File: config.mk
export PLATFORM = sky130hd
export DESIGN_NAME = fasta_record_parser_top_flat
export DESIGN_NICKNAME = d
export VERILOG_FILES = /design/src/frp_pkg.sv /design/src/frp_if.sv /design/src/fasta_record_parser_top.sv /design/src/frp_in_stage.sv /design/src/frp_decode.sv /design/src/flat_wrapper.sv
export SDC_FILE = /design/constraint.sdc
export NUM_CORES = 1
export LEC_CHECK = 0
export ABC_AREA = 0
export BUFFER_PORTS_ARGS = -buffer_cell sky130_fd_sc_hd__buf_2
export CAP_MARGIN = 15
export CORE_MARGIN = 4
export CORE_UTILIZATION = 50
export CTS_CLUSTER_DIAMETER = 60
export DETAILED_ROUTE_END_ITERATION = 12
export GPL_TIMING_DRIVEN = 0
export MAX_ROUTING_LAYER = met4
export PLACE_DENSITY = 0.85
export SYNTH_ARGS = -nofsm -noshare
export SYNTH_HDL_FRONTEND = slang
export SYNTH_SLANG_ARGS = --single-unit
File: constraint.sdc
create_clock -name i_clk -period 2.4 [get_ports i_clk]
set_input_delay 0.24 -clock i_clk [delete_from_list [all_inputs] [get_ports i_clk]]
set_output_delay 0.24 -clock i_clk [all_outputs]
set_load 0.02 [all_outputs]
File: src/frp_pkg.sv
package frp_pkg;

    // Field widths of the text stream and the result stream.
    localparam int ByteW = 8;
    localparam int KindW = 2;

    // Characters that steer the parser.
    localparam logic [ByteW-1:0] ChGt    = 8'h3E;
    localparam logic [ByteW-1:0] ChLf    = 8'h0A;
    localparam logic [ByteW-1:0] ChSpace = 8'h20;
    localparam logic [ByteW-1:0] ChTab   = 8'h09;

    // Parser phase.
    typedef enum logic [1:0] {
        PH_IDLE   = 2'd0,
        PH_HEADER = 2'd1,
        PH_BASES  = 2'd2,
        PH_ERROR  = 2'd3
    } t_phase;

    // Kind of a result item.
    typedef enum logic [KindW-1:0] {
        K_HEADER = 2'd0,
        K_BASE   = 2'd1,
        K_END    = 2'd2,
        K_ERROR  = 2'd3
    } t_kind;

    // One input item as held in the input register.
    typedef struct packed {
        logic [ByteW-1:0] byte_in;
        logic             end_of_stream;
    } t_item;

    // One decoded result, with a flag that says whether there is one.
    typedef struct packed {
        logic             valid;
        t_kind            kind;
        logic [ByteW-1:0] value;
    } t_result;

    // IUPAC base letters: A-Z and a-z except E F I J L O P Q U X Z.
    function automatic logic is_base(input logic [ByteW-1:0] c);
        logic [ByteW-1:0] u;
        logic             letter;
        u      = c & 8'hDF;
        letter = ((c >= 8'h41) && (c <= 8'h5A)) || ((c >= 8'h61) && (c <= 8'h7A));
        if (!letter) begin
            return 1'b0;
        end
        unique case (u)
            8'h45, 8'h46, 8'h49, 8'h4A, 8'h4C, 8'h4F,
            8'h50, 8'h51, 8'h55, 8'h58, 8'h5A: return 1'b0;
            default: return 1'b1;
        endcase
    endfunction

endpackage

File: src/frp_if.sv
// Input channel: one text byte or an end-of-stream mark per item.
interface frp_in_if;
    logic                        valid;
    logic                        ready;
    logic [frp_pkg::ByteW-1:0]   byte_in;
    logic                        end_of_stream;

    modport source (output valid, output byte_in, output end_of_stream, input ready);
    modport sink   (input valid, input byte_in, input end_of_stream, output ready);
endinterface

// Result channel: one tagged character, record end or error per item.
interface frp_out_if;
    logic                        valid;
    logic                        ready;
    frp_pkg::t_kind              kind;
    logic [frp_pkg::ByteW-1:0]   value;

    modport source (output valid, output kind, output value, input ready);
    modport sink   (input valid, input kind, input value, output ready);
endinterface

File: src/fasta_record_parser_top.sv
// Channel   Direction  Handshake     Payload
// i_in      sink       valid/ready   byte_in[7:0], end_of_stream
// o_out     source     valid/ready   kind[1:0], value[7:0]
// i_cfg_*   input      write enable  collapse_runs (bit 0 of i_cfg_wdata)
//
// One item per cycle sustained while the result side does not stall; each
// item passes an input register, the phase decode and the result register,
// which presents its result. The phase update in the decode sets that rate.
// Reset is synchronous and active low; it returns the parser to the idle
// phase with collapsing off. A stalled result holds in the result register
// while the input register still fills, and i_in.ready drops only when both
// are full.
module fasta_record_parser_top (
    input  logic  i_clk,
    input  logic  i_rst_n,
    frp_in_if.sink    i_in,
    frp_out_if.source o_out,
    input  logic  i_cfg_we,
    input  logic  i_cfg_wdata
);

    frp_pkg::t_item   in_item;
    frp_pkg::t_item   s1_item;
    frp_pkg::t_result res;
    logic             s1_valid;
    logic             advance;
    logic             r_collapse;
    logic             r_out_valid;
    logic             n_out_valid;
    frp_pkg::t_kind   r_out_kind;
    logic [frp_pkg::ByteW-1:0] r_out_value;

    assign in_item = '{byte_in: i_in.byte_in, end_of_stream: i_in.end_of_stream};

    // The held item is consumed when the result register is free or drains.
    assign advance = s1_valid && (!r_out_valid || o_out.ready);

    frp_in_stage u_in_stage (
        .i_clk     (i_clk),
        .i_rst_n   (i_rst_n),
        .i_valid   (i_in.valid),
        .i_item    (in_item),
        .i_advance (advance),
        .o_ready   (i_in.ready),
        .o_valid   (s1_valid),
        .o_item    (s1_item)
    );

    frp_decode u_decode (
        .i_clk      (i_clk),
        .i_rst_n    (i_rst_n),
        .i_collapse (r_collapse),
        .i_step     (advance),
        .i_item     (s1_item),
        .o_res      (res)
    );

    // Configuration register.
    always_ff @(posedge i_clk) begin
        if (!i_rst_n) begin
            r_collapse <= 1'b0;
        end else if (i_cfg_we) begin
            r_collapse <= i_cfg_wdata;
        end
    end

    // Result register: loads on a consumed item, otherwise holds or empties.
    always_comb begin
        if (advance) begin
            n_out_valid = res.valid;
        end else begin
            n_out_valid = r_out_valid && !o_out.ready;
        end
    end

    always_ff @(posedge i_clk) begin
        if (!i_rst_n) begin
            r_out_valid <= 1'b0;
        end else begin
            r_out_valid <= n_out_valid;
        end
    end

    always_ff @(posedge i_clk) begin
        if (advance && res.valid) begin
            r_out_kind  <= res.kind;
            r_out_value <= res.value;
        end
    end

    assign o_out.valid = r_out_valid;
    assign o_out.kind  = r_out_kind;
    assign o_out.value = r_out_value;

endmodule

File: src/frp_in_stage.sv
module frp_in_stage (
    input  logic           i_clk,
    input  logic           i_rst_n,
    input  logic           i_valid,
    input  frp_pkg::t_item i_item,
    input  logic           i_advance,
    output logic           o_ready,
    output logic           o_valid,
    output frp_pkg::t_item o_item
);

    logic           r_valid;
    logic           n_valid;
    frp_pkg::t_item r_item;

    // The register takes a new item when empty or when its item moves on.
    assign o_ready = !r_valid || i_advance;
    assign n_valid = o_ready ? i_valid : r_valid;

    always_ff @(posedge i_clk) begin
        if (!i_rst_n) begin
            r_valid <= 1'b0;
        end else begin
            r_valid <= n_valid;
        end
    end

    // Payload needs no reset.
    always_ff @(posedge i_clk) begin
        if (o_ready && i_valid) begin
            r_item <= i_item;
        end
    end

    assign o_valid = r_valid;
    assign o_item  = r_item;

endmodule

File: src/frp_decode.sv
module frp_decode (
    input  logic             i_clk,
    input  logic             i_rst_n,
    input  logic             i_collapse,
    input  logic             i_step,
    input  frp_pkg::t_item   i_item,
    output frp_pkg::t_result o_res
);

    frp_pkg::t_phase             r_phase;
    frp_pkg::t_phase             n_phase;
    logic [frp_pkg::ByteW-1:0]   r_prev;
    logic [frp_pkg::ByteW-1:0]   n_prev;
    logic                        r_have_prev;
    logic                        n_have_prev;
    logic [frp_pkg::ByteW-1:0]   c;

    assign c = i_item.byte_in;

    // Next phase and the result of the byte in the input register.
    always_comb begin
        n_phase     = r_phase;
        n_prev      = r_prev;
        n_have_prev = r_have_prev;
        o_res       = '{valid: 1'b0, kind: frp_pkg::K_HEADER, value: '0};
        if (i_item.end_of_stream) begin
            n_phase     = frp_pkg::PH_IDLE;
            n_have_prev = 1'b0;
            if (r_phase == frp_pkg::PH_HEADER) begin
                o_res = '{valid: 1'b1, kind: frp_pkg::K_ERROR, value: '0};
            end else if (r_phase == frp_pkg::PH_BASES) begin
                o_res = '{valid: 1'b1, kind: frp_pkg::K_END, value: '0};
            end
        end else begin
            unique case (r_phase)
                frp_pkg::PH_IDLE: begin
                    if (c == frp_pkg::ChSpace || c == frp_pkg::ChTab) begin
                        n_phase = frp_pkg::PH_IDLE;
                    end else if (c == frp_pkg::ChGt) begin
                        n_phase     = frp_pkg::PH_HEADER;
                        n_have_prev = 1'b0;
                    end else begin
                        n_phase     = frp_pkg::PH_ERROR;
                        n_have_prev = 1'b0;
                        o_res = '{valid: 1'b1, kind: frp_pkg::K_ERROR, value: '0};
                    end
                end
                frp_pkg::PH_HEADER: begin
                    if (c == frp_pkg::ChLf) begin
                        n_phase     = frp_pkg::PH_BASES;
                        n_have_prev = 1'b0;
                    end else begin
                        o_res = '{valid: 1'b1, kind: frp_pkg::K_HEADER, value: c};
                    end
                end
                frp_pkg::PH_BASES: begin
                    if (c == frp_pkg::ChGt) begin
                        n_phase     = frp_pkg::PH_HEADER;
                        n_have_prev = 1'b0;
                        o_res = '{valid: 1'b1, kind: frp_pkg::K_END, value: '0};
                    end else if (frp_pkg::is_base(c)
                                 && !(i_collapse && r_have_prev && r_prev == c)) begin
                        n_prev      = c;
                        n_have_prev = 1'b1;
                        o_res = '{valid: 1'b1, kind: frp_pkg::K_BASE, value: c};
                    end
                end
                frp_pkg::PH_ERROR: begin
                    n_phase = frp_pkg::PH_ERROR;
                end
                default: begin
                    n_phase = frp_pkg::PH_IDLE;
                end
            endcase
        end
    end

    // State moves only when the held item is consumed.
    always_ff @(posedge i_clk) begin
        if (!i_rst_n) begin
            r_phase     <= frp_pkg::PH_IDLE;
            r_prev      <= '0;
            r_have_prev <= 1'b0;
        end else if (i_step) begin
            r_phase     <= n_phase;
            r_prev      <= n_prev;
            r_have_prev <= n_have_prev;
        end
    end

endmodule

File: src/flat_wrapper.sv
// flat-port wrapper written by rule: the top's interface ports become plain ports
module fasta_record_parser_top_flat 
  (i_clk, i_rst_n, i_cfg_we, i_cfg_wdata, i_in_valid, i_in_byte_in, i_in_end_of_stream, i_in_ready, o_out_valid, o_out_kind, o_out_value, o_out_ready);
  frp_in_if i_in_i ();
  frp_out_if o_out_i ();
  input  logic i_clk;
  input  logic i_rst_n;
  input  logic i_cfg_we;
  input  logic i_cfg_wdata;
  input wire logic [$bits(i_in_i.valid)-1:0] i_in_valid;
  input wire logic [$bits(i_in_i.byte_in)-1:0] i_in_byte_in;
  input wire logic [$bits(i_in_i.end_of_stream)-1:0] i_in_end_of_stream;
  output wire logic [$bits(i_in_i.ready)-1:0] i_in_ready;
  output wire logic [$bits(o_out_i.valid)-1:0] o_out_valid;
  output wire logic [$bits(o_out_i.kind)-1:0] o_out_kind;
  output wire logic [$bits(o_out_i.value)-1:0] o_out_value;
  input wire logic [$bits(o_out_i.ready)-1:0] o_out_ready;
  assign i_in_i.valid = i_in_valid;
  assign i_in_i.byte_in = i_in_byte_in;
  assign i_in_i.end_of_stream = i_in_end_of_stream;
  assign i_in_ready = i_in_i.ready;
  assign o_out_valid = o_out_i.valid;
  assign o_out_kind = o_out_i.kind;
  assign o_out_value = o_out_i.value;
  assign o_out_i.ready = o_out_ready;
  fasta_record_parser_top u_core (.i_clk(i_clk), .i_rst_n(i_rst_n), .i_in(i_in_i), .o_out(o_out_i), .i_cfg_we(i_cfg_we), .i_cfg_wdata(i_cfg_wdata));
endmodule
# Word level (Yosys, flattened, before mapping)
# Cells that the tools add are included.
# op_classes
magnitude_cmp	4
n_eq_ne	23
mux	32
bitwise	2
n_reduce_logical	23
# ops
cell	count
two-way mux 11 bit	8
== test 7 x 6 -> 1 bit (second input constant)	11
one-hot mux 11 bit (3 select lines)	1
== test 8 x 4 -> 1 bit (second input constant)	2
== test 8 x 6 -> 1 bit (second input constant)	2
>= comparator 8 x 7 -> 1 bit (second input constant)	2
less-or-equal comparator 8 x 7 -> 1 bit (second input constant)	2
two-way mux 1 bit	16
OR reduction 11 bit	1
two-way mux 2 bit	5
AND reduction 5 bit	2
logical AND 1 bit	9
== test 8 bit	1
one-hot mux 2 bit (4 select lines)	1
inequality test 3 x 1 -> 1 bit (second input constant)	2
== test 2 bit (second input constant)	2
logical NOT 1 bit	4
logical OR 1 bit	4
inequality test 4 x 1 -> 1 bit (second input constant)	1
nonzero test 4 bit	1
inequality test 3 x 2 -> 1 bit (second input constant)	1
one-hot mux 1 bit (3 select lines)	1
AND reduction 3 bit	1
== test 2 x 1 -> 1 bit (second input constant)	1
other kinds (2)	3
# word_totals
reg_bits	33
inputBits	15
elab_cells	94

# Logic depth before layout (Yosys ltp)
# logic_depth
depth_word	17
mapped_depth	7
mapped_depth_nobuf	7

# By module
# From an unflattened synthesis, not the netlist that was laid out.
# hier_totals
hier_cells	165
area_unflattened_um2	1778.0
# modules_own_cells
mod	n_inst	cells_each	area_each_um2	seq_area_each_um2
frp_decode	1	132	1039.7	220.2
fasta_record_parser_top	1	19	410.4	340.3
frp_in_stage	1	14	327.8	290.3

# Least setup slack after synthesis
# No wires, ideal clock.
# synth_path
path_type	register to register
from	reg u_core.u_in_stage.r_item, in the netlist u_core.u_in_stage.o_item[1]
to	reg u_core.r_out_kind[0], in the netlist u_core.o_out.kind[0] (enable)
setup_time_ps	381
t_arrival_ps	2089
setup_slack_ps	-70
path_stages_with_launch	7
period_less_slack_ps	2470
path_cell_list	edfxtp_1 buf_6 xor2_1 a21boi_0 o311ai_0 a21oi_1 o22ai_1
# synth_between
elab_chain_cells	17
elab_cells_between_ends	45
cone_classes	order compare: 4; eq/ne: 16; mux: 16; reduce/logical: 9
# synth_rtl
item	line_no	source
start, declared	frp_in_stage.sv:14	frp_pkg::t_item r_item;
start signal, assigned	frp_in_stage.sv:31	r_item <= i_item;
>= comparator 8 x 7 -> 1 bit or less-or-equal comparator 8 x 7 -> 1 bit (tied branches)	frp_pkg.sv:47	letter = ((c >= 8'h41) && (c <= 8'h5A)) || ((c >= 8'h61) && (c <= 8'h7A));
logical AND 1 bit	frp_pkg.sv:47	
logical OR 1 bit	frp_pkg.sv:47	
two-way mux 1 bit	frp_pkg.sv:48	if (!letter) begin
two-way mux 1 bit	frp_decode.sv:57	if (c == frp_pkg::ChGt) begin
two-way mux 1 bit	frp_decode.sv:35	unique case (r_phase)
two-way mux 1 bit	frp_decode.sv:26	if (i_item.end_of_stream) begin
two-way mux 1 bit	frp_pkg.sv:51	unique case (u)
two-way mux 1 bit	frp_decode.sv:57	
two-way mux 1 bit	frp_decode.sv:35	
two-way mux 1 bit	frp_decode.sv:26	
logical AND 1 bit	frp_decode.sv:62	&& !(i_collapse && r_have_prev && r_prev == c)) begin
two-way mux 11 bit	frp_decode.sv:61	end else if (frp_pkg::is_base(c)
two-way mux 11 bit	frp_decode.sv:57	
one-hot mux 11 bit (3 select lines) (*)	frp_decode.sv:35	
two-way mux 11 bit (*)	frp_decode.sv:26	
logical AND 1 bit (*)	fasta_record_parser_top.sv:85	if (advance && res.valid) begin
end signal, assigned	fasta_record_parser_top.sv:86	r_out_kind <= res.kind;
end, declared	fasta_record_parser_top.sv:30	frp_pkg::t_kind r_out_kind;
# Every way passes the cells marked *; elsewhere a longest branch is shown, timed or not. The select of a mux whose other input is x is not followed.
# A chain may end at the register's enable or synchronous reset.

# Worst setup path after layout
# layout_path
from	reg u_core.u_in_stage.r_item, in the netlist u_core.u_in_stage.o_item[7]
to	reg u_core.r_out_value, in the netlist u_core.o_out.value[4] (enable)
# layout_between
elab_chain_cells	17
elab_cells_between_ends	45
cone_classes	order compare: 4; eq/ne: 16; mux: 16; reduce/logical: 9
# layout_rtl
item	line_no	source
>= comparator 8 x 7 -> 1 bit or less-or-equal comparator 8 x 7 -> 1 bit (tied branches)	frp_pkg.sv:47	
logical AND 1 bit	frp_pkg.sv:47	
logical OR 1 bit	frp_pkg.sv:47	
two-way mux 1 bit	frp_pkg.sv:48	
two-way mux 1 bit	frp_decode.sv:57	
two-way mux 1 bit	frp_decode.sv:35	
two-way mux 1 bit	frp_decode.sv:26	
two-way mux 1 bit	frp_pkg.sv:51	
two-way mux 1 bit	frp_decode.sv:57	
two-way mux 1 bit	frp_decode.sv:35	
two-way mux 1 bit	frp_decode.sv:26	
logical AND 1 bit	frp_decode.sv:62	
two-way mux 11 bit	frp_decode.sv:61	
two-way mux 11 bit	frp_decode.sv:57	
one-hot mux 11 bit (3 select lines) (*)	frp_decode.sv:35	
two-way mux 11 bit (*)	frp_decode.sv:26	
logical AND 1 bit (*)	fasta_record_parser_top.sv:85	
end signal, assigned	fasta_record_parser_top.sv:87	r_out_value <= res.value;
end, declared	fasta_record_parser_top.sv:31	logic [frp_pkg::ByteW-1:0] r_out_value;
# Marked as above.

==> impl_metrics.tcl <==
set metrics [dict create \
    outcome "finished, final reports clean" \
    cp_data_required_time_ns 2.49 \
    fmax_ghz 0.4328 \
    synth_enable_flop_cells 19 \
    yosys_warnings 0 \
    hold_violations 0 \
    netlist.top_cell.by_area "sky130_fd_sc_hd__edfxtp_1" \
    synthArstFlopShare 0 \
    tritoncts_num_sinks 33 \
    grt_max_degree 12 \
    die_w_um 67.19 \
    antennaDiodeCount 0 \
    drt-vias-per-instance 5.640 \
    synth.most_common_cell "sky130_fd_sc_hd__nand2_1" \
    antenna_found_initial 0 \
    deepest_clock_path_buffer_count 2 \
    drt_drc_violations_left 0 \
    sequential_cell_area_um2 850.8 \
    timing.final.crit_share 0.9627 \
    hold_path.class "in2reg" \
    cts_tree "yes" \
    cts.htree.levels 2 \
    grt.overflow.total 0 \
    syn_area_per_cell_um2 10.43 \
    dr_total_vias 1410 \
    yosys.cell_types.count 49 \
    fp.dieArea_mm2 0.004515 \
    core.rowCount 21 \
    synth_cells 168 \
    period_minus_slack_ns 2.310 \
    crit_fanout 10 \
    root_buffer "sky130_fd_sc_hd__clkbuf_4" \
    power_density_mw_per_mm2 602.4 \
    power_leakage_nw 0.7637 \
    place_hpwl_um 2516 \
    post-route-worst-setup-slack_ns 0.08961 \
    synth.net_count 188 \
    fillerInstances 294 \
    drive_above_1_share 0.2598 \
    synth_area_leaders "sky130_fd_sc_hd__edfxtp_1, sky130_fd_sc_hd__dfxtp_1, sky130_fd_sc_hd__nand2_1" \
    synth_area_mm2 0.001752 \
    multi_input_comb_area_um2 867.1 \
    worst-slew-pin-transition_ns 0.4186 \
    synth-seq-area-share 0.4857 \
    core_area_mm2 0.003363 \
    numCtsBuffers 5 \
    remaining_antenna_violation_count_after_routing 0 \
    io_buffers 25 \
    end_kind "flip-flop" \
    post-layout-total-power_mw 1.259 \
    max-slew-margin-rel 0.7209 \
    postLayoutCoreUtil 0.6217 \
    pre_cts_slack_ns -0.2836 \
    synth-main-ff-cell "sky130_fd_sc_hd__edfxtp_1" \
    synth.cells.most_frequent "sky130_fd_sc_hd__nand2_1, sky130_fd_sc_hd__edfxtp_1, sky130_fd_sc_hd__dfxtp_1" \
    grt_pass1_vias 1219 \
    setup_viol 0 \
    worst-setup-path-type "reg2reg" \
    drv_cap 0 \
    worst_clock_skew_ns 0.01395 \
    avgRoutedWirePerCell_um 14.09 \
    postCtsHoldBufs 0 \
    routed_wirelength_um 3523 \
    grt_use_total 0.1740 \
    cts.clk_slew.worst_paths_ns 0.10 \
    drt_first_pass_iters 4 \
    clock_insertion_delay_worst_skew_ns 0.36 \
    chipHeight_um 67.19 \
    ys_ff_latch 33 \
    synth_top_area_frac 0.3257 \
    cp.arrival_ns 2.41 \
    globalplace.congestion 0.8762 \
    nNetsFinal 223 \
    timing.final.max_slew_violations 0 \
    peak_ir_drop_on_the_vdd_network_mv 0.3677 \
    grt_pass1_wl_um 5554 \
    initial_core_util 0.5208 \
    drt_first_iter_violations 105 \
    worstSetupStartpointType "flip-flop" \
    top_level_ports 27 \
    flow.area_growth_from_synthesis_pct 19.36 \
]
[where the power goes]
part	switching [mW]	internal (mW)	total, mW
Combinational	0.103	0.0720	0.175
Sequential	0.0134	0.622	0.636
Clock	0.202	0.247	0.449
Total	0.318	0.941	1.26
[layout by cell type (no fill, tap or decap), types with 2 or more instances in the layout]
master                     instances
sky130_fd_sc_hd__nor2b_1           7
sky130_fd_sc_hd__nor3_1            2
sky130_fd_sc_hd__or4b_1            2
sky130_fd_sc_hd__dfxtp_1          14
sky130_fd_sc_hd__and2_1            3
sky130_fd_sc_hd__nand2b_1          2
sky130_fd_sc_hd__ha_1              5
sky130_fd_sc_hd__buf_4             3
sky130_fd_sc_hd__nand2_1          20
sky130_fd_sc_hd__buf_6             2
sky130_fd_sc_hd__or4_4             2
sky130_fd_sc_hd__clkbuf_4          5
sky130_fd_sc_hd__a21oi_1           6
sky130_fd_sc_hd__inv_1             7
sky130_fd_sc_hd__nor2_1           10
sky130_fd_sc_hd__mux2i_1           7
sky130_fd_sc_hd__o21ai_0           7
sky130_fd_sc_hd__clkbuf_1          4
sky130_fd_sc_hd__nand4_1           2
sky130_fd_sc_hd__nand3_1           4
sky130_fd_sc_hd__xnor2_1           8
sky130_fd_sc_hd__nor3b_1           2
sky130_fd_sc_hd__edfxtp_1         19
sky130_fd_sc_hd__buf_2            28
sky130_fd_sc_hd__o31ai_1           2
[final timing paths]
kind	from	to	slack, ns	depth (start not counted)
max	u_core.u_in_stage.o_item[7]$_DFFE_PP_	u_core.o_out.value[4]$_SDFFCE_PP0P_	0.09	5
min	i_in_byte_in[0]	u_core.u_in_stage.o_item[1]$_DFFE_PP_	0.06	1
max reg2reg	u_core.u_in_stage.o_item[7]$_DFFE_PP_	u_core.o_out.value[4]$_SDFFCE_PP0P_	0.09	5
min reg2reg	u_core.u_decode.r_prev[7]$_SDFFE_PN0P_	u_core.u_decode.r_prev[7]$_SDFFE_PN0P_	0.46	2
[critical path, cell delays in order (launching register included)]
cell and delay, ns:
sky130_fd_sc_hd__edfxtp_1 0.50, sky130_fd_sc_hd__or4_4 0.62, sky130_fd_sc_hd__o41ai_4 0.39, sky130_fd_sc_hd__nand2_1 0.14
sky130_fd_sc_hd__o21ai_1 0.24, sky130_fd_sc_hd__o22ai_4 0.16
[metrics by stage]
step	setup TNS (ns)	area (um2)	hold WS [ns]	instances
floorplan	0	1758	0.3389	168
global placement	-1.991	1941	0.4163	239
detailed placement	-2.839	1941	0.4181	239
CTS	0	2049	0.04828	247
global route	-0.005255	2091	0.03463	250
finish	0	2091	0.05562	250
[final cells by class]
cell class	instances	area share
clock inverter	2	0.01795
buffer	9	0.02513
tap	46	0.02753
sequential	33	0.4069
multi-input combinational	119	0.4147
timing repair buffer	28	0.07062
clock buffer	6	0.02454
inverter	7	0.01257
[state kept, by name, indices dropped and copies added, names as in the netlist]
register	flops
u_core.u_in_stage.o_item	9
u_core.r_collapse	1
u_core.u_in_stage.o_valid	1
u_core.u_decode.r_phase	2
u_core.o_out.value	8
u_core.o_out.valid	1
u_core.o_out.kind	2
u_core.u_decode.r_prev	8
u_core.u_decode.r_have_prev	1
[routing by layer]
metal / global-route usage / vias to the layer above / part of all wire
li1: - / 683 / -
met1: 0.1996 / 669 / 0.41
met2: 0.2748 / 51 / 0.49
met3: 0.05990 / 7 / 0.081
met4: 0.07848 / 0 / 0.017
met5: - / - / 0
[timing repair]
| action | 4_1_cts | 5_1_grt |
|---|---|---|
| resized for setup | 5 | 5 |
| setup buffers | 0 | 3 |
| pin swaps | 0 | 2 |
| setup endpoints to repair | 15 | 15 |
[cells by family after synthesis]
family	after synthesis	synth area share
adders and majority gates	5	0.03571
xor gates and xnor gates	9	0.04500
AOI/OAI and AO/OA	37	0.1607
muxes	7	0.04000
DFF	33	0.4857
buffers and inverters	16	0.04429
and+or+nand+nor	61	0.1886
(Power assumes the default switching activity.)
